[config.mk]
export PLATFORM = sky130hd
export DESIGN_NAME = csv_record_splitter
export DESIGN_NICKNAME = d
export VERILOG_FILES = /design/src/rtl/core/csv_rs_pkg.sv /design/src/rtl/core/csv_rs_front.sv /design/src/rtl/core/csv_rs_cmd_fifo.sv /design/src/rtl/core/csv_rs_back.sv /design/src/rtl/core/csv_record_splitter.sv
export VERILOG_INCLUDE_DIRS = /design/src /design/src/rtl/core
export SDC_FILE = /design/constraint.sdc
export NUM_CORES = 1
export LEC_CHECK = 0
export BUFFER_PORTS_ARGS = -buffer_cell sky130_fd_sc_hd__buf_2
export CORE_ASPECT_RATIO = 1.75
export CORE_MARGIN = 2
export CORE_UTILIZATION = 45
export CTS_BUF_LIST = sky130_fd_sc_hd__clkbuf_8
export CTS_CLUSTER_DIAMETER = 60
export DETAILED_ROUTE_END_ITERATION = 10
export GPL_TIMING_DRIVEN = 0
export PLACE_DENSITY_LB_ADDON = 0.25
export SLEW_MARGIN = 40
export SYNTH_ARGS = -nofsm -noshare
export SYNTH_HDL_FRONTEND = slang
export SYNTH_HIERARCHICAL = 1
export SYNTH_SLANG_ARGS = --single-unit
export TNS_END_PERCENT = 10
[constraint.sdc]
create_clock -name clk_i -period 40 [get_ports clk_i]
set_clock_uncertainty 0.15 [all_clocks]
set_input_delay 6 -clock clk_i [delete_from_list [all_inputs] [get_ports clk_i]]
set_output_delay 6 -clock clk_i [all_outputs]
set_load 0.05 [all_outputs]
[src/rtl/core/csv_record_splitter_macros.svh]
// Assertion macros shared by the CSV record splitter.
// Both forms expand to nothing when SYNTHESIS is defined.
`ifndef CSV_RECORD_SPLITTER_MACROS_SVH
`define CSV_RECORD_SPLITTER_MACROS_SVH
`ifndef SYNTHESIS
// Whenever a holds, b holds in the same cycle.
`define CSV_RS_ASSERT_IMP(lbl, clk, rst_n, a, b) \
  lbl: assert property (@(posedge clk) disable iff (!rst_n) (a) |-> (b)) \
    else $error("csv_rs: assertion failed");
// Whenever a holds, b holds in the next cycle.
`define CSV_RS_ASSERT_NXT(lbl, clk, rst_n, a, b) \
  lbl: assert property (@(posedge clk) disable iff (!rst_n) (a) |=> (b)) \
    else $error("csv_rs: assertion failed");
`else
`define CSV_RS_ASSERT_IMP(lbl, clk, rst_n, a, b)
`define CSV_RS_ASSERT_NXT(lbl, clk, rst_n, a, b)
`endif
`endif

[src/rtl/core/csv_rs_pkg.sv]
package csv_rs_pkg;

  localparam int OFFSET_BITS  = 48;
  localparam int FIELD_BITS   = 10;
  localparam int MAX_FIELDS   = 1023;
  localparam int RECNUM_BITS  = 32;
  localparam int CFG_DATA_BITS = 16;
  localparam int CMD_DEPTH    = 4;
  localparam int CMD_PTR_BITS = $clog2(CMD_DEPTH);
  localparam int CMD_CNT_BITS = $clog2(CMD_DEPTH + 1);

  localparam logic [7:0] CH_QUOTE = 8'h22;
  localparam logic [7:0] CH_COMMA = 8'h2C;
  localparam logic [7:0] CH_CR    = 8'h0D;
  localparam logic [7:0] CH_LF    = 8'h0A;

  // Result kinds.
  localparam logic [1:0] KIND_CONTENT   = 2'd0;
  localparam logic [1:0] KIND_FIELD_END = 2'd1;
  localparam logic [1:0] KIND_DONE      = 2'd2;
  localparam logic [1:0] KIND_ERROR     = 2'd3;

  // Error codes.
  localparam logic [2:0] ERR_NONE         = 3'd0;
  localparam logic [2:0] ERR_OPEN_QUOTE   = 3'd1;
  localparam logic [2:0] ERR_PAST_QUOTE   = 3'd2;
  localparam logic [2:0] ERR_STRAY_QUOTE  = 3'd3;
  localparam logic [2:0] ERR_HDR_TOO_LONG = 3'd4;
  localparam logic [2:0] ERR_NO_HEADER    = 3'd5;

  // Configuration register indexes.
  localparam logic CFG_HEADER_PRESENT = 1'b0;
  localparam logic CFG_HDR_LIMIT      = 1'b1;

  typedef enum logic [2:0] {
    CLS_QUOTE,
    CLS_COMMA,
    CLS_CR,
    CLS_LF,
    CLS_OTHER,
    CLS_EOI
  } class_e;

  typedef struct packed {
    logic [7:0] byte_value;
    logic       end_of_input;
  } in_item_t;

  typedef struct packed {
    logic [1:0]             kind;
    logic [7:0]             content_byte;
    logic                   is_header;
    logic [FIELD_BITS-1:0]  num_fields;
    logic [OFFSET_BITS-1:0] record_begin;
    logic [OFFSET_BITS-1:0] record_end;
    logic [RECNUM_BITS-1:0] record_number;
    logic [2:0]             error_code;
  } out_item_t;

  typedef struct packed {
    class_e     cls;
    logic [7:0] byte_value;
  } cmd_t;

  typedef struct packed {
    logic        header_present;
    logic [15:0] hdr_byte_limit;
  } cfg_t;

endpackage

[src/rtl/core/csv_rs_front.sv]
module csv_rs_front (
  input  logic                 push_i,
  input  csv_rs_pkg::in_item_t item_i,
  input  logic                 queue_full_i,
  output logic                 wr_en_o,
  output csv_rs_pkg::cmd_t     cmd_o
);

  csv_rs_pkg::class_e cls;

  // Reduce each byte to the class that the tokenizer acts on.
  always_comb begin
    if (item_i.end_of_input) begin
      cls = csv_rs_pkg::CLS_EOI;
    end else begin
      case (item_i.byte_value)
        csv_rs_pkg::CH_QUOTE: cls = csv_rs_pkg::CLS_QUOTE;
        csv_rs_pkg::CH_COMMA: cls = csv_rs_pkg::CLS_COMMA;
        csv_rs_pkg::CH_CR:    cls = csv_rs_pkg::CLS_CR;
        csv_rs_pkg::CH_LF:    cls = csv_rs_pkg::CLS_LF;
        default:              cls = csv_rs_pkg::CLS_OTHER;
      endcase
    end
  end

  assign wr_en_o          = push_i && !queue_full_i;
  assign cmd_o.cls        = cls;
  assign cmd_o.byte_value = item_i.byte_value;

endmodule

[src/rtl/core/csv_rs_cmd_fifo.sv]
module csv_rs_cmd_fifo (
  input  logic             clk_i,
  input  logic             rst_ni,
  input  logic             wr_en_i,
  input  csv_rs_pkg::cmd_t wr_cmd_i,
  output logic             full_o,
  input  logic             rd_en_i,
  output logic             valid_o,
  output csv_rs_pkg::cmd_t rd_cmd_o
);

  csv_rs_pkg::cmd_t                      mem_q [csv_rs_pkg::CMD_DEPTH];
  logic [csv_rs_pkg::CMD_PTR_BITS-1:0]   wr_ptr_q, wr_ptr_d;
  logic [csv_rs_pkg::CMD_PTR_BITS-1:0]   rd_ptr_q, rd_ptr_d;
  logic [csv_rs_pkg::CMD_CNT_BITS-1:0]   cnt_q, cnt_d;
  logic                                  do_rd;

  assign full_o   = (cnt_q == csv_rs_pkg::CMD_CNT_BITS'(csv_rs_pkg::CMD_DEPTH));
  assign valid_o  = (cnt_q != '0);
  assign rd_cmd_o = mem_q[rd_ptr_q];
  assign do_rd    = rd_en_i && valid_o;

  always_comb begin
    wr_ptr_d = wr_en_i ? wr_ptr_q + 1'b1 : wr_ptr_q;
    rd_ptr_d = do_rd ? rd_ptr_q + 1'b1 : rd_ptr_q;
    cnt_d    = cnt_q;
    if (wr_en_i && !do_rd) begin
      cnt_d = cnt_q + 1'b1;
    end else if (!wr_en_i && do_rd) begin
      cnt_d = cnt_q - 1'b1;
    end
  end

  always_ff @(posedge clk_i or negedge rst_ni) begin
    if (!rst_ni) begin
      wr_ptr_q <= '0;
      rd_ptr_q <= '0;
      cnt_q    <= '0;
    end else begin
      wr_ptr_q <= wr_ptr_d;
      rd_ptr_q <= rd_ptr_d;
      cnt_q    <= cnt_d;
    end
  end

  always_ff @(posedge clk_i) begin
    if (wr_en_i) begin
      mem_q[wr_ptr_q] <= wr_cmd_i;
    end
  end

endmodule

[src/rtl/core/csv_rs_back.sv]
module csv_rs_back (
  input  logic                  clk_i,
  input  logic                  rst_ni,
  input  csv_rs_pkg::cfg_t      cfg_i,
  input  logic                  cmd_valid_i,
  input  csv_rs_pkg::cmd_t      cmd_i,
  output logic                  cmd_rd_o,
  input  logic                  pop_i,
  output logic                  empty_o,
  output csv_rs_pkg::out_item_t item_o
);

  localparam int OB = csv_rs_pkg::OFFSET_BITS;
  localparam int FB = csv_rs_pkg::FIELD_BITS;

  localparam logic [1:0] PH_START    = 2'd0;
  localparam logic [1:0] PH_UNQUOTED = 2'd1;
  localparam logic [1:0] PH_QUOTED   = 2'd2;
  localparam logic [1:0] PH_AFTER    = 2'd3;

  logic [1:0]                         phase_q, phase_d;
  logic [OB-1:0]                      cursor_q, cursor_d;
  logic [OB-1:0]                      begin_q, begin_d;
  logic                               has_bytes_q, has_bytes_d;
  logic [FB-1:0]                      fields_q, fields_d;
  logic                               swallow_q, swallow_d;
  logic                               hdr_seen_q, hdr_seen_d;
  logic [csv_rs_pkg::RECNUM_BITS-1:0] records_q, records_d;
  logic                               halted_q, halted_d;

  csv_rs_pkg::out_item_t slot0_q, slot1_q, res;
  logic [1:0]            ocnt_q;
  logic                  out_pop, room, take, produce, fin, hdr, is_term;
  logic [OB-1:0]         cur_n, fin_end, rec_len;
  logic [FB-1:0]         fields_inc;

  assign out_pop  = pop_i && (ocnt_q != 2'd0);
  assign room     = (ocnt_q != 2'd2) || out_pop;
  assign take     = cmd_valid_i && room;
  assign cmd_rd_o = take;
  assign empty_o  = (ocnt_q == 2'd0);
  assign item_o   = slot0_q;

  assign hdr        = cfg_i.header_present && !hdr_seen_q;
  assign cur_n      = cursor_q + 1'b1;
  assign rec_len    = cur_n - begin_q;
  assign fields_inc = (fields_q < FB'(csv_rs_pkg::MAX_FIELDS)) ? fields_q + 1'b1 : fields_q;
  assign is_term    = (cmd_i.cls == csv_rs_pkg::CLS_COMMA) || (cmd_i.cls == csv_rs_pkg::CLS_CR)
                   || (cmd_i.cls == csv_rs_pkg::CLS_LF);

  always_comb begin
    phase_d     = phase_q;
    cursor_d    = cursor_q;
    begin_d     = begin_q;
    has_bytes_d = has_bytes_q;
    fields_d    = fields_q;
    swallow_d   = swallow_q;
    hdr_seen_d  = hdr_seen_q;
    records_d   = records_q;
    halted_d    = halted_q;
    res         = '0;
    produce     = 1'b0;
    fin         = 1'b0;
    fin_end     = cursor_q;

    if (take && !halted_q) begin
      if (cmd_i.cls == csv_rs_pkg::CLS_EOI) begin
        swallow_d = 1'b0;
        if (!has_bytes_q) begin
          if (hdr) begin
            res.kind       = csv_rs_pkg::KIND_ERROR;
            res.error_code = csv_rs_pkg::ERR_NO_HEADER;
            produce        = 1'b1;
            halted_d       = 1'b1;
          end
        end else if (phase_q == PH_QUOTED) begin
          res.kind       = csv_rs_pkg::KIND_ERROR;
          res.error_code = csv_rs_pkg::ERR_OPEN_QUOTE;
          produce        = 1'b1;
          halted_d       = 1'b1;
        end else begin
          fin = 1'b1;
        end
      end else if (swallow_q && (cmd_i.cls == csv_rs_pkg::CLS_LF)) begin
        // Line feed of a CR LF pair: it only moves the offsets on.
        swallow_d = 1'b0;
        cursor_d  = cur_n;
        begin_d   = cur_n;
      end else begin
        swallow_d   = 1'b0;
        has_bytes_d = 1'b1;
        cursor_d    = cur_n;
        if (hdr && (rec_len > OB'(cfg_i.hdr_byte_limit))) begin
          res.kind       = csv_rs_pkg::KIND_ERROR;
          res.error_code = csv_rs_pkg::ERR_HDR_TOO_LONG;
          produce        = 1'b1;
          halted_d       = 1'b1;
        end else begin
          unique case (phase_q)
            PH_QUOTED: begin
              if (cmd_i.cls == csv_rs_pkg::CLS_QUOTE) begin
                phase_d = PH_AFTER;
              end else if (hdr) begin
                res.kind         = csv_rs_pkg::KIND_CONTENT;
                res.content_byte = cmd_i.byte_value;
                produce          = 1'b1;
              end
            end
            PH_AFTER: begin
              if (cmd_i.cls == csv_rs_pkg::CLS_QUOTE) begin
                // Doubled quote inside a quoted field.
                phase_d = PH_QUOTED;
                if (hdr) begin
                  res.kind         = csv_rs_pkg::KIND_CONTENT;
                  res.content_byte = cmd_i.byte_value;
                  produce          = 1'b1;
                end
              end else if (!is_term) begin
                res.kind       = csv_rs_pkg::KIND_ERROR;
                res.error_code = csv_rs_pkg::ERR_PAST_QUOTE;
                produce        = 1'b1;
                halted_d       = 1'b1;
              end
            end
            default: begin
              if (cmd_i.cls == csv_rs_pkg::CLS_QUOTE) begin
                if (phase_q != PH_START) begin
                  res.kind       = csv_rs_pkg::KIND_ERROR;
                  res.error_code = csv_rs_pkg::ERR_STRAY_QUOTE;
                  produce        = 1'b1;
                  halted_d       = 1'b1;
                end else begin
                  phase_d = PH_QUOTED;
                end
              end else if (!is_term) begin
                phase_d = PH_UNQUOTED;
                if (hdr) begin
                  res.kind         = csv_rs_pkg::KIND_CONTENT;
                  res.content_byte = cmd_i.byte_value;
                  produce          = 1'b1;
                end
              end
            end
          endcase

          // Terminators close a field, or a record, unless inside quotes or an error fired above.
          if (is_term && !halted_d && !(phase_q == PH_QUOTED)) begin
            if (cmd_i.cls == csv_rs_pkg::CLS_COMMA) begin
              fields_d = fields_inc;
              phase_d  = PH_START;
              if (hdr) begin
                res.kind = csv_rs_pkg::KIND_FIELD_END;
                produce  = 1'b1;
              end
            end else begin
              swallow_d = (cmd_i.cls == csv_rs_pkg::CLS_CR);
              fin       = 1'b1;
              fin_end   = cursor_q;
            end
          end
        end
      end

      if (fin) begin
        res.kind         = csv_rs_pkg::KIND_DONE;
        res.is_header    = hdr;
        res.num_fields   = fields_inc;
        res.record_begin = begin_q;
        res.record_end   = fin_end;
        produce          = 1'b1;
        if (hdr) begin
          hdr_seen_d = 1'b1;
        end else begin
          res.record_number = records_q;
          records_d         = records_q + 1'b1;
        end
        phase_d     = PH_START;
        has_bytes_d = 1'b0;
        fields_d    = '0;
        begin_d     = cursor_d;
      end
    end
  end

  always_ff @(posedge clk_i or negedge rst_ni) begin
    if (!rst_ni) begin
      phase_q     <= PH_START;
      cursor_q    <= '0;
      begin_q     <= '0;
      has_bytes_q <= 1'b0;
      fields_q    <= '0;
      swallow_q   <= 1'b0;
      hdr_seen_q  <= 1'b0;
      records_q   <= '0;
      halted_q    <= 1'b0;
      ocnt_q      <= 2'd0;
    end else begin
      phase_q     <= phase_d;
      cursor_q    <= cursor_d;
      begin_q     <= begin_d;
      has_bytes_q <= has_bytes_d;
      fields_q    <= fields_d;
      swallow_q   <= swallow_d;
      hdr_seen_q  <= hdr_seen_d;
      records_q   <= records_d;
      halted_q    <= halted_d;
      ocnt_q      <= ocnt_q + {1'b0, produce} - {1'b0, out_pop};
    end
  end

  // Two-entry result queue; slot0 is the head.
  always_ff @(posedge clk_i) begin
    if (out_pop && (ocnt_q == 2'd2)) begin
      slot0_q <= slot1_q;
    end
    if (produce) begin
      if ((ocnt_q == 2'd0) || (out_pop && (ocnt_q == 2'd1))) begin
        slot0_q <= res;
      end else begin
        slot1_q <= res;
      end
    end
  end

endmodule

[src/rtl/core/csv_record_splitter.sv]
// CSV record splitter: one byte or end marker per item, one item per cycle while results drain.
// Accepted items wait in the command queue; each result is registered into the result queue.
// Throughput: one item every cycle while results are taken; the tokenizer state loop decides.
// A four-entry command queue and a two-entry result queue let either side stall on its own.
// Reset (rst_ni, asynchronous, active low) clears all control state and loads the
// configuration defaults: header present, maximum header size 4096 bytes.
module csv_record_splitter (
  input  logic                                 clk_i,
  input  logic                                 rst_ni,
  input  logic                                 push,
  input  csv_rs_pkg::in_item_t                 in_item_i,
  output logic                                 full,
  input  logic                                 pop,
  output logic                                 empty,
  output csv_rs_pkg::out_item_t                out_item_o,
  input  logic                                 cfg_we_i,
  input  logic                                 cfg_idx_i,
  input  logic [csv_rs_pkg::CFG_DATA_BITS-1:0] cfg_data_i
);

`include "csv_record_splitter_macros.svh"

  // Configuration registers. The user must see that they are only written while the
  // block is idle, so the tokenizer can read them directly; the block does not enforce it.
  csv_rs_pkg::cfg_t cfg_q, cfg_d;

  always_comb begin
    cfg_d = cfg_q;
    if (cfg_we_i) begin
      unique case (cfg_idx_i)
        csv_rs_pkg::CFG_HEADER_PRESENT: cfg_d.header_present = cfg_data_i[0];
        csv_rs_pkg::CFG_HDR_LIMIT:      cfg_d.hdr_byte_limit = cfg_data_i[15:0];
        default:                        cfg_d = cfg_q;
      endcase
    end
  end

  always_ff @(posedge clk_i or negedge rst_ni) begin
    if (!rst_ni) begin
      cfg_q.header_present <= 1'b1;
      cfg_q.hdr_byte_limit <= 16'd4096;
    end else begin
      cfg_q <= cfg_d;
    end
  end

  // Front end: classifies each incoming item and writes it to the command queue.
  logic             cmd_wr;
  csv_rs_pkg::cmd_t cmd_wr_data;

  csv_rs_front u_front (
    .push_i       (push),
    .item_i       (in_item_i),
    .queue_full_i (full),
    .wr_en_o      (cmd_wr),
    .cmd_o        (cmd_wr_data)
  );

  // Command queue between the classifier and the tokenizer.
  logic             cmd_rd;
  logic             cmd_valid;
  csv_rs_pkg::cmd_t cmd_rd_data;

  csv_rs_cmd_fifo u_cmd_fifo (
    .clk_i    (clk_i),
    .rst_ni   (rst_ni),
    .wr_en_i  (cmd_wr),
    .wr_cmd_i (cmd_wr_data),
    .full_o   (full),
    .rd_en_i  (cmd_rd),
    .valid_o  (cmd_valid),
    .rd_cmd_o (cmd_rd_data)
  );

  // Back end: the tokenizer state machine. It takes one queued item per cycle
  // whenever its result queue has room, and writes at most one result item.
  // After an error it keeps draining items but produces nothing more.
  csv_rs_back u_back (
    .clk_i       (clk_i),
    .rst_ni      (rst_ni),
    .cfg_i       (cfg_q),
    .cmd_valid_i (cmd_valid),
    .cmd_i       (cmd_rd_data),
    .cmd_rd_o    (cmd_rd),
    .pop_i       (pop),
    .empty_o     (empty),
    .item_o      (out_item_o)
  );

  // Whether the head result item is an error, and whether its code is zero.
  logic head_is_err;
  logic code_zero;

  assign head_is_err = !empty && (out_item_o.kind == csv_rs_pkg::KIND_ERROR);
  assign code_zero   = (out_item_o.error_code == csv_rs_pkg::ERR_NONE);

  // An error result always carries a nonzero code, and no other result does.
  `CSV_RS_ASSERT_IMP(a_err_code, clk_i, rst_ni, head_is_err, !code_zero)
  `CSV_RS_ASSERT_IMP(a_no_code, clk_i, rst_ni, !empty && !head_is_err, code_zero)
  // The header record is not numbered.
  `CSV_RS_ASSERT_IMP(a_hdr_num, clk_i, rst_ni, !empty && out_item_o.is_header, ~|out_item_o.record_number)
  // An error is the last result item: once it is taken, the result queue stays empty.
  `CSV_RS_ASSERT_NXT(a_err_last, clk_i, rst_ni, pop && head_is_err, empty)

endmodule

==> results by group <==
Timing
  • # setup viols final: 0
  • Setup Total Neg Slack: 0 ps
  • Slew Limit Fails: 0
  • Final Critical Period: 10290 ps
  • Final hold violation count: 0
  • Slew headroom: 36.1%
  • Fin Hold WS: 343 ps
  • RSZ-0062 raised after global routing: false
  • Fmax: 97.2 MHz
  • Period utilization: 25.7%
  • Worst slew pin tran: 952 ps

Clock network
  • Bufs on Longest Clock Path: 3
  • Hold bufs inserted after CTS: 0
  • CTS tree: yes
  • CTS sink cnt: 518
  • Clock buffer count from CTS: 78
  • Htree depth: 3
  • CTS root buffer: clkbuf_8
  • Post-CTS Resized: 0
  • Setup Buffers After CTS: 0
  • Clk pin slew, worst setup/hold paths: 70 ps
  • Worst-Skew Late Latency: 700 ps

Detailed routing
  • Vias: 19800
  • Initial DRT Pass Iterations: 5
  • Post-route DRC: 0
  • Post-route antenna net violation count: 0
  • Met3 routed WL: 2.88 mm
  • Uppermost routed layer: met4
  • Avg WL per Cell: 21.1 um
  • DRT met1 WL: 28.8 mm
  • Initial DRC Count: 1010
  • Total routed wirelength: 76.4 mm
  • Vias per cell: 5.46
  • Met2 wire len: 40.3 mm

Synth
  • Main area contributors after synthesis: edfxtp_1 22%, dfrtp_1 16%, dfxtp_1 11%
  • Post-Syn Nets: 2610
  • Average cell area after synthesis: 10.8 sq um
  • Synth warn: 6
  • Compound-cell area share of the yosys netlist: 7.28%
  • Synth unique cells: 96
  • Main combinational cell family by area after synthesis: multiplexers
  • Seq/Total Area, Yosys: 48.8%
  • Ys flop type: edfxtp_1
  • Synth Area in Adders: 3.53%
  • Asr flop ratio synth: 32.8%
  • Post-synthesis mux area share: 14.5%
  • Synth Area in Simple Gates: 13.8%
  • XOR/XNOR Fraction of Synth Area: 7.03%
  • Post-synth EDFFs: 196
  • Post-synthesis cell area: 27000 sq um
  • FF+latch count, synth: 518
  • Top cell type's share of synthesized area: 21.8%
  • Largest area contributor in the netlist: edfxtp_1
  • Mapped Cells: 2504

Pwr
  • P per Cell Area: 65.9 nW/um^2
  • VDD IR max: 0.0000471 V
  • Pleak: 14.4 nW
  • Total power: 2.03 mW

Critical path
  • Worst r2r path cells: 32
  • R2r setup slk: 29710 ps
  • Slowest stage delay, CP: 740 ps
  • Critical Path End Type: flop
  • CP max-delay cell: nor3_1
  • Worst setup path class: flop to flop
  • Startpoint types: flop
  • R2r startpoint: u_back/cursor_q[0]
  • Worst path required time: 40220 ps
  • CP Max Fanout: 16
  • Critical Path AT: 10510 ps
  • R2r endpoint: u_back/slot1_q[114]

Placement
  • Final Wtd Congestion: 0.919
  • Inst Count DP: 3481
  • Port Buffer Count: 184
  • Final HPWL from detailed placement: 59.6 mm

Final layout
  • Synthesis-to-finish area growth: 14.0%
  • Number of nets in the final layout: 2887
  • Final cell count without fillers: 3627
  • Most frequent cells in the layout: 203 x buf_2, 196 x edfxtp_1, 191 x mux2i_1
  • Commonest non-fill, non-tap cell in the layout: buf_2
  • Share of layout cells above drive strength 1: 17.5%

Global routing
  • Antenna violations before repair: 2
  • Overall Global Routing Usage: 24.6%
  • First-pass GRT wire length: 117 mm
  • Vias in the first global route: 20600
  • Largest net degree at the start of global routing: 70
  • Grt ovf: 0

Die
  • Die height: 328 um
  • Starting Density: 45.6%
  • I/O Pins: 185
  • Core area: 59400 sq um
  • FP Rows: 118
  • Die area: 62100 sq um
  • Chip Width: 189 um

Hold path
  • Worst hold path depth: 1
  • Hold_sp: u_back/hdr_seen_q
  • Worst Hold Path EP: u_back/hdr_seen_q
  • Hold Crit Class: flop to flop

Status
  • Status: finished clean

Job
  • Max-Cap Viols: 0
==> cells by family (layout without fill, tap and decap cells) <==
kind of cell,after synthesis,after routing
simple gates,729,729
other cells,0,2
fa+ha+maj,75,75
compound gates,296,296
xor+xnor,217,217
flops,518,518
mux,355,355
buf+inv,314,655
==> cells in the mapped netlist, types with 6 or more instances <==
cell and n:
mux2i_1 191, ha_1 73, dfxtp_1 152, o21ai_1 8, a211oi_1 12, nor3b_1 6
nand2_1 157, mux4_2 8, edfxtp_1 196, o21bai_1 10, nand2b_1 19, xnor2_1 124
nor2b_1 11, and2_1 49, o211ai_1 6, inv_1 150, nor4_1 44, o21a_1 10
o31ai_1 8, nor2_1 157, buf_2 19, or2_2 8, mux2_2 80, nand3_1 108
buf_6 15, a21oi_1 112, clkbuf_1 107, buf_4 11, a31oi_1 11, buf_1 11
and3_1 83, xor2_1 93, a21o_1 13, dfrtp_1 168, nand4_1 31, mux2_1 63
o21ai_0 37, nor3_1 25, mux2_4 10
==> routing by layer <==
layer | vias up | global-route usage (%)
met3 | 180 | 3.22
met4 | 0 | 14.2
met1 | 9727 | 26.6
li1 | 9406 | -
met5 | - | 0
met2 | 489 | 45.5
==> worst max path at each step <==
stage                             from                  end  cells past startpoint
finish              u_back/cursor_q[0]  u_back/slot1_q[114]                     32
global route        u_back/cursor_q[0]  u_back/slot1_q[110]                     32
CTS                 u_back/cursor_q[0]  u_back/slot1_q[114]                     32
detailed placement  u_back/cursor_q[0]  u_back/slot1_q[119]                     32
global placement    u_back/cursor_q[0]  u_back/slot1_q[118]                     20
floorplan                          pop    u_back/slot1_q[0]                      7
==> cell type report <==
cell class | count | area [sq um]
Inverter | 150 | 563
Buffer | 164 | 817
Multi-Input combinational cell | 1672 | 12500
Antenna cell | 2 | 5.00
Sequential cell | 518 | 13200
Clock buffer | 90 | 1240
Clock inverter | 54 | 340
Timing Repair Buffer | 197 | 1190
Tap cell | 780 | 976
Fill cell | 5421 | 28500
==> report_power, final <==
group / total, mW / internal [mW] / switching, mW
sequential: 0.738 / 0.668 / 0.0706
combinational: 0.851 / 0.262 / 0.588
clock: 0.443 / 0.232 / 0.211
total: 2.03 / 1.16 / 0.870
==> sequential cells by signal (all words and copies together), names as in the netlist <==
signal and cells:
cfg_q 17, u_back/hdr_seen_q 1, u_back/ocnt_q 2, u_back/phase_q 2
u_back/halted_q 1, u_back/begin_q 48, u_back/item_o 152, u_back/slot1_q 152
u_back/has_bytes_q 1, u_cmd_fifo/mem_q 44, u_cmd_fifo/wr_ptr_q 2, u_cmd_fifo/rd_ptr_q 2
u_cmd_fifo/cnt_q 3, u_back/swallow_q 1, u_back/cursor_q 48, u_back/fields_q 10
u_back/records_q 32
==> metrics by stage <==
step	util, %	area (sq um)	setup slack, ps
after detailed placement	49.3	29200	29900
after CTS	51.9	30800	29830
after global routing	51.9	30800	29230
after global placement	48.8	28900	19800
after floorplan	-	27000	25260
final	51.9	30800	29710
==> worst max-delay path: cells and delay by family, from the launching register on <==
kind / cells / cell delay, ps
adders and majority gates: 2 / 550
xor gates and xnor gates: 2 / 250
AOI/OAI and AO/OA: 2 / 430
DFF: 1 / 480
buffers and inverters: 6 / 1540
and+or+nand+nor: 20 / 6550
Note: power is estimated with default switching activity, not from simulation.
